===== src/rtl/core/mr_pkg.sv =====
`default_nettype none

package mr_pkg;

   // Sequencer of one round, in the top level.
   typedef enum logic [3:0] {
      S_IDLE,
      S_CLASSIFY,
      S_SPLIT,
      S_REDUCE,
      S_WITNESS,
      S_POW_CHECK,
      S_POW_MUL,
      S_POW_SQR,
      S_TEST,
      S_SQ_CHECK,
      S_SQ_MUL,
      S_FINISH
   } mr_state_type;

   // Phases of the bit-serial modular multiplier.
   typedef enum logic [1:0] {
      MM_IDLE,
      MM_DOUBLE,
      MM_ADD
   } mm_state_type;

endpackage

`default_nettype wire


===== src/rtl/core/mr_modmul.sv =====
`default_nettype none

// Bit-serial modular multiplier: product = op_a * op_b mod modulus, for operands
// below the modulus. One bit of op_b is taken per doubling and addition step, MSB first.
module mr_modmul import mr_pkg::*; #(
   parameter int WIDTH = 32
) (
   input  wire logic             clock,
   input  wire logic             reset,
   input  wire logic             start,
   input  wire logic [WIDTH-1:0] op_a,
   input  wire logic [WIDTH-1:0] op_b,
   input  wire logic [WIDTH-1:0] modulus,
   output logic                  done,
   output logic      [WIDTH-1:0] product
);

   localparam int CW = $clog2(WIDTH);

   mm_state_type     state_ff, state_in;
   logic [WIDTH-1:0] a_ff, b_ff, n_ff, acc_ff;
   logic [CW-1:0]    cnt_ff;
   logic             done_ff;

   logic [WIDTH-1:0] add_y;
   logic [WIDTH:0]   sum;
   logic [WIDTH+1:0] diff;
   logic [WIDTH-1:0] add_res;

   always_comb begin
      state_in = state_ff;
      unique case (state_ff)
         MM_IDLE:   if (start) state_in = MM_DOUBLE;
         MM_DOUBLE: state_in = MM_ADD;
         MM_ADD:    state_in = (cnt_ff == '0) ? MM_IDLE : MM_DOUBLE;
         default:   state_in = MM_IDLE;
      endcase
   end

   // Modular addition of the accumulator and either itself or the selected addend.
   always_comb begin
      unique case (state_ff)
         MM_DOUBLE: add_y = acc_ff;
         MM_ADD:    add_y = b_ff[WIDTH-1] ? a_ff : '0;
         default:   add_y = '0;
      endcase
      sum     = {1'b0, acc_ff} + {1'b0, add_y};
      diff    = {1'b0, sum} - {2'b00, n_ff};
      add_res = diff[WIDTH+1] ? sum[WIDTH-1:0] : diff[WIDTH-1:0];
   end

   always_ff @(posedge clock) begin
      if (reset) begin
         state_ff <= MM_IDLE;
         done_ff  <= 1'b0;
      end else begin
         state_ff <= state_in;
         done_ff  <= (state_ff == MM_ADD) && (cnt_ff == '0);
      end
   end

   always_ff @(posedge clock) begin
      unique case (state_ff)
         MM_IDLE: begin
            if (start) begin
               a_ff   <= op_a;
               b_ff   <= op_b;
               n_ff   <= modulus;
               acc_ff <= '0;
               cnt_ff <= CW'(WIDTH - 1);
            end
         end
         MM_DOUBLE: acc_ff <= add_res;
         MM_ADD: begin
            acc_ff <= add_res;
            b_ff   <= {b_ff[WIDTH-2:0], 1'b0};
            cnt_ff <= cnt_ff - 1'b1;
         end
         default: ;
      endcase
   end

   assign done    = done_ff;
   assign product = acc_ff;

endmodule

`default_nettype wire


===== src/rtl/core/miller_rabin_round.sv =====
`default_nettype none

// Channel  Direction  Handshake               Payload
// req      in         req_valid / req_ready   req_candidate, req_random_value
// rsp      out        rsp_valid / rsp_ready   rsp_probably_prime, rsp_trivial,
//                                             rsp_witness_used
//
// One item is worked at a time. A full round makes at most 2*WIDTH - s - 1 modular
// multiplications, each run by the bit-serial multiplier.
// Reset is synchronous and active high; it empties the result register and idles the sequencer.
// A transfer is taken while a result waits; a round stalls only at its end, until that is free.
module miller_rabin_round import mr_pkg::*; #(
   parameter int WIDTH = 32
) (
   input  wire logic        clock,
   input  wire logic        reset,
   input  wire logic        req_valid,
   output logic             req_ready,
   input  wire logic [31:0] req_candidate,
   input  wire logic [31:0] req_random_value,
   output logic             rsp_valid,
   input  wire logic        rsp_ready,
   output logic             rsp_probably_prime,
   output logic             rsp_trivial,
   output logic [31:0]      rsp_witness_used
);

   localparam int CW = $clog2(WIDTH);

   mr_state_type     state_ff, state_in;

   // Working registers of the round.
   logic [WIDTH-1:0] n_ff;      // candidate
   logic [WIDTH-1:0] nm1_ff;    // candidate minus one
   logic [WIDTH-1:0] m_ff;      // candidate minus three, divisor in the witness reduction
   logic [WIDTH-1:0] r_ff;      // random value, shifted out MSB first
   logic [WIDTH-1:0] rem_ff;    // running remainder of the reduction
   logic [WIDTH-1:0] d_ff;      // odd part of n-1, then the exponent shifted down
   logic [CW-1:0]    s_ff;      // power of two in n-1
   logic [CW-1:0]    k_ff;      // squarings done so far, plus one
   logic [CW-1:0]    cnt_ff;    // bit counter of the reduction
   logic [WIDTH-1:0] a_ff;      // witness
   logic [WIDTH-1:0] base_ff;   // running square of the witness
   logic [WIDTH-1:0] acc_ff;    // power accumulator, later x
   logic             pass_ff;
   logic             trivial_ff;

   // Output register.
   logic             rsp_valid_ff;
   logic             rsp_prime_ff;
   logic             rsp_trivial_ff;
   logic [31:0]      rsp_witness_ff;

   // Multiplier connection.
   logic             mul_start;
   logic [WIDTH-1:0] mul_a, mul_b;
   logic             mul_done;
   logic [WIDTH-1:0] mul_prod;

   logic             n_trivial, n_prime, rsp_free;
   logic [WIDTH:0]   red_t;
   logic [WIDTH+1:0] red_diff;
   logic [WIDTH-1:0] rem_next;

   mr_modmul #(
      .WIDTH(WIDTH)
   ) u_modmul (
      .clock   (clock),
      .reset   (reset),
      .start   (mul_start),
      .op_a    (mul_a),
      .op_b    (mul_b),
      .modulus (n_ff),
      .done    (mul_done),
      .product (mul_prod)
   );

   // Zero, one and even numbers are composite, two and three are prime, all
   // without a round.
   assign n_prime   = (n_ff[WIDTH-1:2] == '0) && n_ff[1];
   assign n_trivial = (n_ff[WIDTH-1:2] == '0) || !n_ff[0];
   assign rsp_free  = !rsp_valid_ff || rsp_ready;

   // One restoring step of random_value mod (n-3): bring in the next bit and
   // subtract the divisor once if the partial remainder reaches it.
   always_comb begin
      red_t    = {rem_ff, r_ff[WIDTH-1]};
      red_diff = {1'b0, red_t} - {2'b00, m_ff};
      rem_next = red_diff[WIDTH+1] ? red_t[WIDTH-1:0] : red_diff[WIDTH-1:0];
   end

   always_comb begin
      state_in = state_ff;
      unique case (state_ff)
         S_IDLE:      if (req_valid) state_in = S_CLASSIFY;
         S_CLASSIFY:  state_in = n_trivial ? S_FINISH : S_SPLIT;
         S_SPLIT:     if (d_ff[0]) state_in = S_REDUCE;
         S_REDUCE:    if (cnt_ff == '0) state_in = S_WITNESS;
         S_WITNESS:   state_in = S_POW_CHECK;
         S_POW_CHECK: begin
            priority if (d_ff == '0) state_in = S_TEST;
            else if (d_ff[0])        state_in = S_POW_MUL;
            else                     state_in = S_POW_SQR;
         end
         S_POW_MUL:   if (mul_done) state_in = S_POW_SQR;
         S_POW_SQR:   if (mul_done) state_in = S_POW_CHECK;
         S_TEST:      state_in = S_SQ_CHECK;
         S_SQ_CHECK:  state_in = (pass_ff || (k_ff >= s_ff)) ? S_FINISH : S_SQ_MUL;
         S_SQ_MUL:    if (mul_done) state_in = S_SQ_CHECK;
         S_FINISH:    if (rsp_free) state_in = S_IDLE;
         default:     state_in = S_IDLE;
      endcase
   end

   // The multiplier is started on the way into each of its waiting states.
   always_comb begin
      req_ready = 1'b0;
      mul_start = 1'b0;
      mul_a     = base_ff;
      mul_b     = base_ff;
      unique case (state_ff)
         S_IDLE: req_ready = 1'b1;
         S_POW_CHECK: begin
            if (d_ff != '0) begin
               mul_start = 1'b1;
               if (d_ff[0]) mul_a = acc_ff;
            end
         end
         S_POW_MUL: mul_start = mul_done;
         S_SQ_CHECK: begin
            mul_start = !(pass_ff || (k_ff >= s_ff));
            mul_a     = acc_ff;
            mul_b     = acc_ff;
         end
         default: ;
      endcase
   end

   always_ff @(posedge clock) begin
      if (reset) begin
         state_ff     <= S_IDLE;
         rsp_valid_ff <= 1'b0;
      end else begin
         state_ff <= state_in;
         if (state_ff == S_FINISH && rsp_free) begin
            rsp_valid_ff <= 1'b1;
         end else if (rsp_ready) begin
            rsp_valid_ff <= 1'b0;
         end
      end
   end

   always_ff @(posedge clock) begin
      unique case (state_ff)
         S_IDLE: begin
            n_ff <= WIDTH'(req_candidate);
            r_ff <= WIDTH'(req_random_value);
         end
         S_CLASSIFY: begin
            nm1_ff     <= n_ff - 1'b1;
            m_ff       <= n_ff - WIDTH'(3);
            d_ff       <= n_ff - 1'b1;
            s_ff       <= '0;
            rem_ff     <= '0;
            cnt_ff     <= CW'(WIDTH - 1);
            pass_ff    <= n_prime;
            trivial_ff <= n_trivial;
            a_ff       <= '0;
         end
         S_SPLIT: begin
            if (!d_ff[0]) begin
               d_ff <= d_ff >> 1;
               s_ff <= s_ff + 1'b1;
            end
         end
         S_REDUCE: begin
            rem_ff <= rem_next;
            r_ff   <= {r_ff[WIDTH-2:0], 1'b0};
            cnt_ff <= cnt_ff - 1'b1;
         end
         S_WITNESS: begin
            a_ff    <= rem_ff + WIDTH'(2);
            base_ff <= rem_ff + WIDTH'(2);
            acc_ff  <= WIDTH'(1);
         end
         S_POW_MUL: if (mul_done) acc_ff <= mul_prod;
         S_POW_SQR: begin
            if (mul_done) begin
               base_ff <= mul_prod;
               d_ff    <= d_ff >> 1;
            end
         end
         S_TEST: begin
            pass_ff <= (acc_ff == WIDTH'(1)) || (acc_ff == nm1_ff);
            k_ff    <= CW'(1);
         end
         S_SQ_MUL: begin
            if (mul_done) begin
               acc_ff  <= mul_prod;
               pass_ff <= (mul_prod == nm1_ff);
               k_ff    <= k_ff + 1'b1;
            end
         end
         S_FINISH: begin
            if (rsp_free) begin
               rsp_prime_ff   <= pass_ff;
               rsp_trivial_ff <= trivial_ff;
               rsp_witness_ff <= 32'(a_ff);
            end
         end
         default: ;
      endcase
   end

   assign rsp_valid          = rsp_valid_ff;
   assign rsp_probably_prime = rsp_prime_ff;
   assign rsp_trivial        = rsp_trivial_ff;
   assign rsp_witness_used   = rsp_witness_ff;

endmodule

`default_nettype wire


===== config.mk =====
export PLATFORM = sky130hd
export DESIGN_NAME = miller_rabin_round
export DESIGN_NICKNAME = d
export VERILOG_FILES = /design/src/rtl/core/mr_pkg.sv /design/src/rtl/core/mr_modmul.sv /design/src/rtl/core/miller_rabin_round.sv
export SDC_FILE = /design/constraint.sdc
export NUM_CORES = 1
export LEC_CHECK = 0
export ABC_CLOCK_PERIOD_IN_PS = 6600
export BUFFER_PORTS_ARGS = -buffer_cell sky130_fd_sc_hd__buf_2
export CAP_MARGIN = 20
export CORE_AREA = 8 8 318 197
export DETAILED_ROUTE_END_ITERATION = 16
export DIE_AREA = 0 0 326 205
export PLACE_DENSITY = 0.7
export SLEW_MARGIN = 20
export SYNTH_ARGS = -nofsm -noshare
export SYNTH_HDL_FRONTEND = slang
export SYNTH_HIERARCHICAL = 1
export SYNTH_SLANG_ARGS = --single-unit

===== constraint.sdc =====
create_clock -name clock -period 6.6 [get_ports clock]
set_input_delay 0 -clock clock [delete_from_list [all_inputs] [get_ports clock]]
set_output_delay 0 -clock clock [all_outputs]
set_load 0.02 [all_outputs]

# Word-level counts from Yosys, hierarchy flattened
# Index checks and enable logic that the tools add are counted.
classes:
  addsub: 10
  n_reduce_logical: 43
  n_eq_ne: 26
  mux: 50
  n_lt_le_gt_ge: 1
ops:
  columns: ["cell", "n"]
  rows:
  - ["one-hot mux 32 bit (2 select lines)", 9]
  - ["two-way mux 32 bit", 11]
  - ["one-hot mux 32 bit (3 select lines)", 1]
  - ["subtractor 33 x 32 -> 34 bit", 2]
  - ["equality test 32 bit", 2]
  - ["one-hot mux 4 bit (12 select lines)", 1]
  - ["one-hot mux 5 bit (2 select lines)", 4]
  - ["two-way mux 4 bit", 9]
  - ["adder 32 x 32 -> 33 bit", 1]
  - ["adder 32 x 2 -> 32 bit (second input constant)", 1]
  - ["equality test 32 x 1 -> 1 bit (second input constant)", 1]
  - ["zero test 32 bit", 1]
  - ["nonzero test 32 bit", 1]
  - ["subtractor 32 x 1 -> 32 bit (second input constant)", 1]
  - ["subtractor 32 x 2 -> 32 bit (second input constant)", 1]
  - ["zero test 30 bit", 1]
  - ["AND reduction 2 bit", 10]
  - ["nonzero test 2 bit", 10]
  - ["equality test 4 x 3 -> 1 bit (second input constant)", 4]
  - ["equality test 4 bit (second input constant)", 4]
  - ["two-way mux 5 bit", 3]
  - ["!= test 2 bit (second input constant)", 6]
  - ["adder 5 x 1 -> 5 bit (second input constant)", 2]
  - ["zero test 5 bit", 2]
  - ["20 further kinds", 42]
totals:
  output_inout_bits: 36
  register_bits: 480
  input_bits: 68
  elab_cells: 157

# Longest topological paths before layout
# Gate-level depths: netlist of the first run.
depth:
  depth_word: 6
  depth_mapped: 27
  depth_no_buf: 24

# By module
# Netlist of the first run, hierarchy kept.
modules_own_cells:
  columns: ["module", "cells_each", "area_each_um2", "instances", "seq_area_each_um2"]
  rows:
  - ["miller_rabin_round", 1564, 18018.5, 1, 10249.8]
  - ["mr_modmul", 824, 8851.0, 1, 4053.9]

# Worst setup path before layout of the first run
# No wires, ideal clock.
synth_timing:
  path_kind: "register to register"
  start: "register, netlist name state_ff[2]"
  end: "register r_ff[0], enable pin"
  t_arrival_ps: 5452
  synth_period_minus_slack_ps: 5845
  slack_ps: 755
  path_buffers: 2
  path_stages_with_launch: 5
  required_time_ps: 6207
  setup_time_ps: 393
  path_cell_list: "dfxtp_1 clkbuf_1 clkbuf_1 nor4_1 nand2b_1"
synth_rtl:
  columns: ["item", "line", "source"]
  rows:
  - ["to (signal assigned)", "miller_rabin_round.sv:157", "r_ff <= WIDTH'(req_random_value);"]
  - ["to (signal assigned)", "miller_rabin_round.sv:178", "r_ff <= {r_ff[WIDTH-2:0], 1'b0};"]
  - ["to (decl)", "miller_rabin_round.sv:36", "logic [WIDTH-1:0] r_ff;"]

# Worst setup path after layout of the first run
layout_timing:
  start: "register u_modmul.state_ff[0]"
  end: "register u_modmul.acc_ff[30], in the netlist u_modmul/product[30] (data pin)"
layout_between:
  elab_chain_len: 6
  elab_cells_between_ends: 9
  classes_between: "add/sub: 2; eq/ne: 2; mux: 3; reduce/logical: 2"
layout_lines:
  columns: ["item", "line", "source"]
  rows:
  - ["from (decl)", "mr_modmul.sv:20", "mm_state_type state_ff, state_in;"]
  - ["from (signal assigned)", "mr_modmul.sv:57", "state_ff <= state_in;"]
  - ["equality test 2 bit / equality test 2 x 1 -> 1 bit (equally long branches)", "mr_modmul.sv:42, mr_modmul.sv:63", null]
  - ["one-hot mux 32 bit (2 select lines)", "mr_modmul.sv:42", "unique case (state_ff)"]
  - ["adder 32 x 32 -> 33 bit", "mr_modmul.sv:47", "sum = {1'b0, acc_ff} + {1'b0, add_y};"]
  - ["subtractor 33 x 32 -> 34 bit", "mr_modmul.sv:48", "diff = {1'b0, sum} - {2'b00, n_ff};"]
  - ["two-way mux 32 bit", "mr_modmul.sv:49", "add_res = diff[WIDTH+1] ? sum[WIDTH-1:0] : diff[WIDTH-1:0];"]
  - ["one-hot mux 32 bit (2 select lines) *", "mr_modmul.sv:63", "unique case (state_ff)"]
  - ["to (signal assigned)", "mr_modmul.sv:73", "MM_DOUBLE: acc_ff <= add_res;"]
  - ["to (signal assigned)", "mr_modmul.sv:75", "acc_ff <= add_res;"]
  - ["to (decl)", "mr_modmul.sv:21", "logic [WIDTH-1:0] a_ff, b_ff, n_ff, acc_ff;"]
# Every way passes the cells marked *; elsewhere a longest branch is shown, timed or not.
# A chain may end at the register's enable or synchronous reset.

==> results of run 1 <==
cell usage after synthesis, types with 36 or more instances:
library cell and number:
clkbuf_1 80, ha_1 114, o21ai_0 60, mux2i_1 42, a21oi_1 138, edfxtp_1 471
and2_1 43, nand3_1 46, mux2_2 97, nor2_1 252, a22oi_1 36, nor3_1 45
a21o_1 46, xnor2_1 90, nor4_1 39, xor2_1 143, inv_1 109, nand2_1 194
timing repair:
item / in CTS / in global routing
hold buffers: 66 / 0
buffers inserted: 0 / 3
gates resized for setup: 0 / 13
endpoints found under the hold margin: 72 / 0
endpoints found under the setup margin: 0 / 28
power groups by stage:
stage               clock network [W]  logic (W)  registers [W]
global route                  0.00304    0.00464        0.00560
global placement                    0    0.00403        0.00552
CTS                           0.00293    0.00418        0.00550
detailed placement                  0    0.00413        0.00556
finish                        0.00290    0.00428        0.00554
floorplan                           0    0.00307        0.00505
final cells by class:
type,instances,area share [%]
clock buffers,61,4.21
clock inverters,23,1.14
inverters,109,1.33
multi-input cells,1707,38.7
flip-flops and latches,479,46.6
well taps,781,3.18
repair buffers,205,4.82
stage by stage:
step           worst slack [ns]  hold slack (ns)  cells  total power [W]  util, %
2_1_floorplan             0.755           0.0691   2388          0.00812        -
3_3_place_gp              0.364            0.177   3211          0.00955     48.7
3_5_place_dp              0.140            0.179   3212          0.00969     48.7
4_1_cts                   0.145           0.0355   3362           0.0126     52.7
5_1_grt               -0.000277            0.115   3365           0.0133     52.8
6_report                  0.261           0.0854   3365           0.0127     52.8
flip-flops by register name (all words and copies together) (netlist names), 2 cells and up:
register / count
a_ff: 32
acc_ff: 32
base_ff: 32
cnt_ff: 5
d_ff: 32
k_ff: 5
m_ff: 31
n_ff: 32
nm1_ff: 32
r_ff: 32
rem_ff: 32
rsp_witness_used: 32
s_ff: 5
state_ff: 4
u_modmul/a_ff: 32
u_modmul/b_ff: 32
u_modmul/cnt_ff: 5
u_modmul/n_ff: 32
u_modmul/product: 32
u_modmul/state_ff: 2
how the worst max path moves through the flow:
stage	start	to	depth (start not counted)	slack, ns
after floorplan	state_ff[2]	r_ff[0]	4	0.75
after global placement	u_modmul/state_ff[0]	u_modmul/product[12]	24	0.36
after detailed placement	u_modmul/state_ff[0]	u_modmul/product[2]	24	0.14
after CTS	u_modmul/state_ff[0]	u_modmul/product[2]	24	0.15
after global routing	u_modmul/state_ff[1]	u_modmul/product[2]	25	-0.0003
final	u_modmul/state_ff[0]	u_modmul/product[30]	24	0.26
tightest hold or removal path, cell delays in order:
cell	delay [ns]
buf_2	0.10
nor2_1	0.09
a32oi_1	0.07
nor2_1	0.09
nor3_1	0.11
nor2_1	0.10
a311oi_1	0.05
cell families after synthesis:
kind of cell / Yosys count / synth area share [%]
buffers and inverters: 202 / 2.96
xor gates and xnor gates: 233 / 7.59
and+or+nand+nor: 774 / 13.7
muxes: 139 / 5.63
DFF: 479 / 53.2
AOI/OAI and AO/OA: 444 / 11.3
adders and majority gates: 117 / 5.53
per-layer routing:
metal / vias to the layer above / GRT usage [%]
li1: 9145 / -
met1: 10000 / 39.0
met2: 1174 / 33.5
met3: 98 / 5.67
met4: 0 / 4.01
met5: - / 0
==> results.md, run 1 <==
* FF+latch area at 0.0143 mm^2
* Ys async rst share at 0%
* Combinational power share at 33.7%
* Outcome: complete, no violations
* Synth area leaders: edfxtp_1, ha_1, xor2_1
* Setup-failing EPs final at 0
* I/O pins at 104
* Crit path launch type: flip-flop
* Buf+Inv Stages, Crit Path at 2
* Highest routed metal layer: met4
* Largest stage delay, worst path at 0.48 ns
* CP cell instances: inv_1 -> ha_1 -> and2_2 -> a22oi_1 -> nor2_1 -> ha_1 -> fa_1 -> a211oi_2 -> o211ai_1 -> nand4_1 -> a21oi_2 -> a221o_1 -> buf_4 -> xor2_2 -> ha_1 -> a21o_1 -> a21oi_1 -> o21a_1 -> nor2_1 -> a21oi_1 -> o211ai_2 -> a221o_1 -> a2111o_1 -> o211a_1
* Hold endpoint: state_ff[0]
* Layout cells sized above 1 at 14.1%
* Port-buffer cells at 103
* Final WL at 84500 um
* Hold WC Path Type: primary input to flip-flop
* Number of synthesis warnings at 6
* Initial Util at 46.2%
* HPWL Detailed at 63600 um
* Die width at 326 um
* Pwr dens at 414 mW/mm^2
* Hold path startpoint: req_valid
* DR iter-0 viols at 2966
* RR Endpoint: u_modmul/product[30]
* Worst-Margin Slew at 1.11 ns
* Worst vdd ir at 270 uV
* Distinct cells, synth at 76
* FF-to-FF path depth at 24
* Reg2reg start: u_modmul/state_ff[0]
* Clock power share at 22.8%
* Met3 wire len at 9900 um
* Fin crit share at 96.0%
* Avg Cell Area, Syn at 11.3 um^2
* Leakage at 11.5 nW
* Nets at 2734
* DR WL met2 at 33600 um
* CP dominant cell by count: ha_1
* DP Area at 0.0283 mm^2
* Largest net degree at the start of global routing at 66
* Switch share at 38.3%
* Drt first pass iters at 7
* Flop and latch count out of synthesis at 479
* Flop pwr share at 43.5%
* Post-layout min period at 6.34 ns
* Fin area at 0.0307 mm^2
* Synth Cell Area at 0.0269 mm^2
* Total number of vias at 20.5k
* ANT cells at 0
* Slowest-stage cell, CP: fa_1
* Setup CP Type: flip-flop to flip-flop
* Worst Hold Depth at 7
* Area Overhead vs Synth at 14.3%
* Count of final max-slew check failures at 0
* Fill cell count at 4986
* Area occupied by multi-input gates at 0.0119 mm^2
* Row count at 69
* Cell accounting for the most synthesized area: edfxtp_1
* CTS tree: done
* Routed Antenna Nets at 0
* Total GRT Usage at 24.4%
* Vias/cell at 6.08
* Critical path's top delay family: compound AO/OA/AOI/OAI gates
* Ys flop type: edfxtp_1
* Number of enable flip-flop cells after synthesis at 471
* Die area at 0.0668 mm^2
* Initial antenna violation count at 1
* Rel. slew slack at 25.0%
* Crit path max fanout at 11
* FMAX at 158 MHz
* Clk_lat worst skew at 0.58 ns
* Worst Path Required at 6.92 ns
* Gr ovfl total at 0
* Final hold violations at 0
* Chip height at 205 um
* Pint at 0.00785 W
* Most common cell after layout, fill and taps aside: edfxtp_1
* Root Buffer: clkbuf_16
* Net Switching at 0.00487 W
* Arr. time, crit path at 6.66 ns
* First-pass GRT wire length at 124000 um
* H-tree levels at 2
* Synth top area share at 52.6%
* Met1 Routed Length at 39800 um
* DR WL/cell at 25.1 um
* Vias in the first global route at 19.0k
* Clk sinks at 479
* Max Cap Viol at 0
* Register area share after synthesis at 53.2%
* Routability congestion estimate at 0.990
* Setup TNS at 0 ns
* Core area at 0.0581 mm^2
* Clk_skew at 0.0148 ns
* DRC violations left at 0
* R2R Setup Slk at 0.26 ns
* CTS Buffer Depth at 3
* Critical path capture point type: flip-flop
* Total CTS buffers at 47
* Syn Inst Count at 2388
* Reg clk slew, reported paths at 0.06 ns
* Commonest cells after routing, fill and taps aside: edfxtp_1, nor2_1, nand2_1, xor2_1, a21oi_1
* Syn Nets at 2573
No activity file was read; power rests on OpenSTA's default activity.
==> run 2, diff against run 1 <==
ABC_CLOCK_PERIOD_IN_PS = 7900   (was 6600)
TNS_END_PERCENT = 10   (was unset)
clock period = 7.9 ns   (was 6.6 ns; I/O delays follow)
==> run 2 against run 1 <==
Against the previous run:
- via count down 0.90%
- first-iteration DRC count increased by 6.2%
- largest power group unchanged
- wire length is 1.4% higher
- final cell count fell by 0.18%
- design area decreased by 0.58%
- fmax is 8.8% lower
- sequential power down 17%
- highest routed layer is now met5
==> results.md, run 2 (same netlist as run 1, synthesis figures left out) <==
* Outcome: complete, no violations
* Layout cells sized above 1 at 13.5% (-0.63 points)
* Total number of vias at 20.3k (-0.90%)
* Largest stage delay, worst path at 0.53 ns (+0.05 ns)
* R2R Setup Slk at 0.95 ns (+0.69 ns)
* Post-route setup slack at 0.948 ns (+0.687 ns)
* Setup TNS at 0 ns (unchanged)
* Setup CP Type: flip-flop to flip-flop
* Flop pwr share at 43.8% (+0.3 points)
* HPWL Detailed at 64000 um (+0.71%)
* Post-layout min period at 6.95 ns (+0.613 ns)
* Worst vdd ir at 256 uV (-5.4%)
* Die area at 0.0668 mm^2 (unchanged)
* Reg2reg start: u_modmul/state_ff[0]
* CTS Buffer Depth at 3 (unchanged)
* DR WL/cell at 25.5 um (+1.5%)
* Largest net degree at the start of global routing at 90 (+36%)
* Vias/cell at 6.04 (-0.72%)
* Drt first pass iters at 6 (-1)
* Hold WC Path Type: primary input to flip-flop
* CP cell instances: inv_1 -> ha_1 -> inv_1 -> buf_4 -> nor2_1 -> ha_1 -> a21oi_1 -> o211ai_1 -> o211ai_1 -> a21oi_1 -> a221o_1 -> a41oi_1 -> xnor2_1 -> ha_1 -> a21o_1 -> a31oi_1 -> o21a_1 -> nor2_1 -> a21oi_1 -> o211ai_2 -> a221o_1 -> buf_4 -> a2111o_1 -> o211a_1
* Worst Hold Depth at 7 (unchanged)
* First-pass GRT wire length at 125000 um (+0.29%)
* Initial antenna violation count at 2 (+1)
* Clk_lat worst skew at 0.60 ns (+0.02 ns)
* Net Switching at 0.00407 W (-16%)
* Switch share at 38.6% (+0.30 points)
* Critical path's top delay family: compound AO/OA/AOI/OAI gates
* Pint at 0.00648 W (-17%)
* Area Overhead vs Synth at 13.6%
* Met3 Usage GRT at 7.51% (+1.8 points)
* Total CTS buffers at 47 (unchanged)
* Most common cell after layout, fill and taps aside: edfxtp_1
* Vias in the first global route at 19.0k (+0.25%)
* Routed Antenna Nets at 0 (unchanged)
* CTS tree: done
* Levels on crit path at 24 (unchanged)
* Reg clk slew, reported paths at 0.07 ns (about the same)
* Port-buffer cells at 103 (unchanged)
* Clk sinks at 479 (unchanged)
* Rel. slew slack at 31.3% (+6.3 points)
* Clk_skew at 0.0202 ns (+0.00536 ns)
* Crit path max fanout at 58 (+47)
* Setup-failing EPs final at 0 (unchanged)
* Worst setup path end: u_modmul/product[30]
* Max Cap Viol at 0 (unchanged)
* Pwr dens at 346 mW/mm^2 (-17%)
* Core area at 0.0581 mm^2 (unchanged)
* Worst setup path startpoint: u_modmul/state_ff[0]
* Commonest cells after routing, fill and taps aside: edfxtp_1, nor2_1, nand2_1, xor2_1, a21oi_1
* ANT cells at 0 (unchanged)
* Fin crit share at 88.0% (-8.0 points)
* Finished Layout Cells at 3359 (-0.18%)
* RSZ-0062 raised after global routing: no
* Die width at 326 um (unchanged)
* Worst-Margin Slew at 1.02 ns (-0.0865 ns)
* DR iter-0 viols at 3149 (+6.2%)
* Root Buffer: clkbuf_16
* Critical path capture point type: flip-flop
* Crit path launch type: flip-flop
* Worst slack, placed at 1.10 ns (+0.964 ns)
* GR peak layer: met1
* Clock power share at 22.3% (-0.5 points)
* Arr. time, crit path at 7.31 ns (+0.65 ns)
* RR Endpoint: u_modmul/product[30]
* Worst hold slack at 0.0407 ns (-0.0447 ns)
* H-tree levels at 2 (unchanged)
* Grt met1 use at 38.9% (-0.11 points)
* I/O pins at 104 (unchanged)
* Total GRT Usage at 24.8% (+0.36 points)
* FF-to-FF path depth at 24 (unchanged)
* Met2 usage at 33.2% (-0.36 points)
* Routability congestion estimate at 0.991 (+0.11%)
* FMAX at 144 MHz (-8.8%)
* Slowest-stage cell, CP: buf_4
* Worst Path Required at 8.26 ns (+1.34 ns)
* Nets at 2725 (-0.33%)
* DRC violations left at 0 (unchanged)
* Final WL at 85700 um (+1.4%)
* Leakage at 11.4 nW (-0.69%)
* Dpl cells at 3206 (-0.19%)
* Row count at 69 (unchanged)
* Chip height at 205 um (unchanged)
* Count of final max-slew check failures at 0 (unchanged)
* Buf+Inv Stages, Crit Path at 4 (+2)
* Gr ovfl total at 0 (unchanged)
* Initial Util at 46.2% (unchanged)
* Total power at 0.0106 W (-17%)
* # resized after CTS at 0 (unchanged)
* Combinational power share at 33.9% (+0.2 points)
* Final hold violations at 0 (unchanged)
[run 2: power groups by stage]
stage	clock (W)	combinational [W]	sequential, W
2_1_floorplan	0	0.00256	0.00422
3_3_place_gp	0	0.00338	0.00462
3_5_place_dp	0	0.00345	0.00464
4_1_cts	0.00239	0.00350	0.00459
5_1_grt	0.00248	0.00389	0.00467
6_report	0.00236	0.00357	0.00462
[run 2: cell type report]
class                      instances  area (um^2)
inverter                         109          409
clock inverter                    25          300
timing repair buffer             196         1400
sequential                       479        14300
clock buffer                      62         1290
multi-input combinational       1707        11800
fill                            4994        27600
tap                              781          977
[run 2: worst register-to-register path: stages (launching register included)]
cell and delay [ns]:
dfxtp_1 0.42, inv_1 0.09, ha_1 0.44, inv_1 0.15, buf_4 0.53, nor2_1 0.14, ha_1 0.40, a21oi_1 0.33
o211ai_1 0.19, o211ai_1 0.24, a21oi_1 0.21, a221o_1 0.44, a41oi_1 0.28, xnor2_1 0.26, ha_1 0.38, a21o_1 0.20
a31oi_1 0.20, o21a_1 0.16, nor2_1 0.04, a21oi_1 0.20, o211ai_2 0.21, a221o_1 0.36, buf_4 0.27, a2111o_1 0.45
o211a_1 0.13
[run 2: worst min path at each step]
stage	slack, ns	startpoint	to
2_1_floorplan	0.07	reset	state_ff[3]
3_3_place_gp	0.18	req_candidate[15]	n_ff[15]
3_5_place_dp	0.18	req_candidate[7]	n_ff[7]
4_1_cts	0.002	req_valid	state_ff[0]
5_1_grt	0.11	req_candidate[28]	n_ff[28]
6_report	0.04	req_valid	state_ff[0]
[run 2: metal layers]
| metal | up-vias | share of wire (%) |
|---|---|---|
| met5 | - | 0.015 |
| met4 | 2 | 1.6 |
| met3 | 96 | 13 |
| met2 | 1172 | 39 |
| met1 | 9900 | 46 |
| li1 | 9109 | - |
[run 2: timing repair]
item,in CTS,in global routing
hold buffers,66,0
endpoints found under the hold margin,72,0
buffers inserted,0,0
[run 2: through the flow]
step / cell area, um^2 / utilization (%)
2_1_floorplan: 26900 / -
3_3_place_gp: 28200 / 48.6
3_5_place_dp: 28300 / 48.7
4_1_cts: 30500 / 52.5
5_1_grt: 30500 / 52.5
6_report: 30500 / 52.5
==> run 3, diff against run 2 <==
BUFFER_PORTS_ARGS = unset   (was -buffer_cell sky130_fd_sc_hd__buf_2)
DONT_BUFFER_PORTS = 1   (was unset)
GPL_TIMING_DRIVEN = 0   (was unset)
PLACE_DENSITY = 0.68   (was 0.7)
==> run 3 against run 2 <==
Against the previous run:
- clock-buffer cell count rose by 2
- sequential share of layout area is 0.075 points lower
- non-clock buffer count shrank 9
- final cell count down 0.21%
- critical path depth increased by 2
- first-iteration DRC count shrank 14%
- fmax is 4.2% lower
- combinational power grew 8.1%
- global-route usage down 0.11 points
- clock skew hardly changed
- via count is 0.16% higher
- largest cell class unchanged
- largest power group unchanged
==> results.md, run 3 (same netlist as run 1, synthesis figures left out) <==
* Most common cell after layout, fill and taps aside: edfxtp_1
* Initial antenna violation count at 3 (+1)
* Reg2reg start: u_modmul/state_ff[0]
* Port-buffer cells at 0 (-100%)
* CTS Buffer Depth at 3 (unchanged)
* Rel. slew slack at 30.6% (-0.66 points)
* FMAX at 138 MHz (-4.2%)
* Largest stage delay, worst path at 0.56 ns (+0.03 ns)
* Post-CTS Setup Inserts at 0 (unchanged)
* Worst vdd ir at 269 uV (+5.0%)
* Worst Hold Depth at 1 (-6)
* H-tree levels at 2 (unchanged)
* Total power at 0.0108 W (+2.2%)
* Setup CP Type: flip-flop to flip-flop
* CTS tree: done
* Routed Antenna Nets at 0 (unchanged)
* Commonest cells after routing, fill and taps aside: edfxtp_1, nor2_1, nand2_1, xor2_1, a21oi_1
* Area Overhead vs Synth at 13.8%
* FF+latch area at 0.0143 mm^2 (unchanged)
* Die width at 326 um (unchanged)
* Final WL at 85100 um (-0.62%)
* Core area at 0.0581 mm^2 (unchanged)
* First-pass GRT wire length at 124000 um (-0.29%)
* DR WL/cell at 25.4 um (-0.42%)
* Levels on crit path at 26 (+8.3%)
* Hold WC Path Type: primary input to flip-flop
* R2R Setup Slk at 0.65 ns (-0.30 ns)
* RSZ-0062 raised after global routing: no
* DR iter-0 viols at 2709 (-14%)
* Worst hold slack at 0.0309 ns (-0.00987 ns)
* Layout cells sized above 1 at 9.57% (-3.9 points)
* Worst slack, placed at 0.446 ns (-0.658 ns)
* Row count at 69 (unchanged)
* Final hold violations at 0 (unchanged)
* Fin crit share at 91.8% (+3.8 points)
* Clk sinks at 479 (unchanged)
* Gr ovfl total at 0 (unchanged)
* Clk_skew at 0.0206 ns (+0.000409 ns)
* Critical path's top delay family: compound AO/OA/AOI/OAI gates
* DRC violations left at 0 (unchanged)
* Max Cap Viol at 0 (unchanged)
* Total GRT Usage at 24.7% (-0.11 points)
* Fill cell count at 4973 (-0.42%)
* Vias/cell at 6.06 (+0.37%)
* Post-route setup slack at 0.646 ns (-0.302 ns)
* Slowest-stage cell, CP: a221oi_2
* Largest net degree at the start of global routing at 64 (-29%)
* Hold path startpoint: req_candidate[14]
* Area occupied by multi-input gates at 0.0119 mm^2 (about the same)
* Die area at 0.0668 mm^2 (unchanged)
* Total CTS buffers at 47 (unchanged)
* Leakage at 11.2 nW (-1.8%)
* Worst Path Required at 8.24 ns (-0.02 ns)
* Count of final max-slew check failures at 0 (unchanged)
* Clk_lat worst skew at 0.60 ns (about the same)
* Critical path capture point type: flip-flop
* Chip height at 205 um (unchanged)
* Vias in the first global route at 19.3k (+1.5%)
* Root Buffer: clkbuf_16
* Total number of vias at 20.3k (+0.16%)
* Routability congestion estimate at 1.01 (+1.7%)
* Crit path launch type: flip-flop
* Drt first pass iters at 6 (unchanged)
* Hold endpoint: n_ff[14]
* Setup-failing EPs final at 0 (unchanged)
* Reg clk slew, reported paths at 0.07 ns (about the same)
* HPWL Detailed at 66500 um (+3.8%)
* RR Endpoint: u_modmul/product[1]
* Arr. time, crit path at 7.60 ns (+0.29 ns)
* Post-layout min period at 7.25 ns (+0.302 ns)
* Initial Util at 46.2% (unchanged)
* Nets at 2716 (-0.33%)
* Pwr dens at 353 mW/mm^2 (+2.0%)
* Final Core Density at 52.6% (+0.084 points)
* Buf+Inv Stages, Crit Path at 6 (+2)
* Outcome: complete, no violations
* Crit path max fanout at 10 (-83%)
* I/O pins at 104 (unchanged)
* Worst-Margin Slew at 1.01 ns (-0.00893 ns)
* FF-to-FF path depth at 26 (+8.3%)
## run 3: changes by cell type in the layout (fill, tap and decap cells not counted), moves of 3 or more
cell and change:
buf_1 +4, buf_16 +4, buf_2 -95, buf_4 -15, buf_6 +6, clkbuf_1 +80
clkinv_2 -3, clkinvlp_4 -3, dlygate4sd3_1 +4, nor2_2 -3, o21ai_2 -3
## run 3: power breakdown
| group | internal, W | switching [W] | leakage, nW |
|---|---|---|---|
| clock network | 0.00140 | 0.00100 | 0.791 |
| registers | 0.00382 | 0.000695 | 4.44 |
| logic | 0.00139 | 0.00247 | 5.97 |
## run 3: stage by stage
stage	setup TNS, ns	area [um^2]	std cells
after detailed placement	0	28200	3192
after floorplan	0	26900	2388
after global placement	-26.18	27800	3169
after CTS	0	30600	3350
final	0	30600	3352
after global routing	0	30600	3351
## run 3: how the worst max path moves through the flow
stage	from	end
after global routing	u_modmul/state_ff[0]	u_modmul/product[1]
after floorplan	state_ff[2]	r_ff[0]
final	u_modmul/state_ff[0]	u_modmul/product[1]
after global placement	state_ff[2]	r_ff[24]
after detailed placement	u_modmul/state_ff[0]	u_modmul/product[1]
after CTS	u_modmul/state_ff[0]	u_modmul/product[28]
## run 3: per-layer routing
metal	global-route usage, %	share of wire (%)
met1	36.6	44
met2	32.5	39
met3	11.1	15
met4	5.33	2.0
met5	0	0.011
## run 3: cell type report
type	instances	area share, %
clock buffer	64	4.29
tap	781	3.20
sequential	479	46.8
multi-input combinational	1707	38.8
buffer	93	1.27
inverter	109	1.35
timing repair buffer	94	3.27
antenna	1	0.00818
clock inverter	24	1.05
## run 3: repair_timing
action,in CTS,in global routing
hold buffers,70,0
endpoints found under the setup margin,0,1
hold endpoints to repair,72,0
resized for setup,0,4
## run 3: worst reg2reg max path, delay by kind of cell (launching register included)
family	cells	cell delay, ns
AOI/OAI and AO/OA	10	2.85
xor gates and xnor gates	1	0.23
adders and majority gates	4	1.33
buffers and inverters	6	1.50
DFF	1	0.41
muxes	1	0.22
and+or+nand+nor	4	0.47
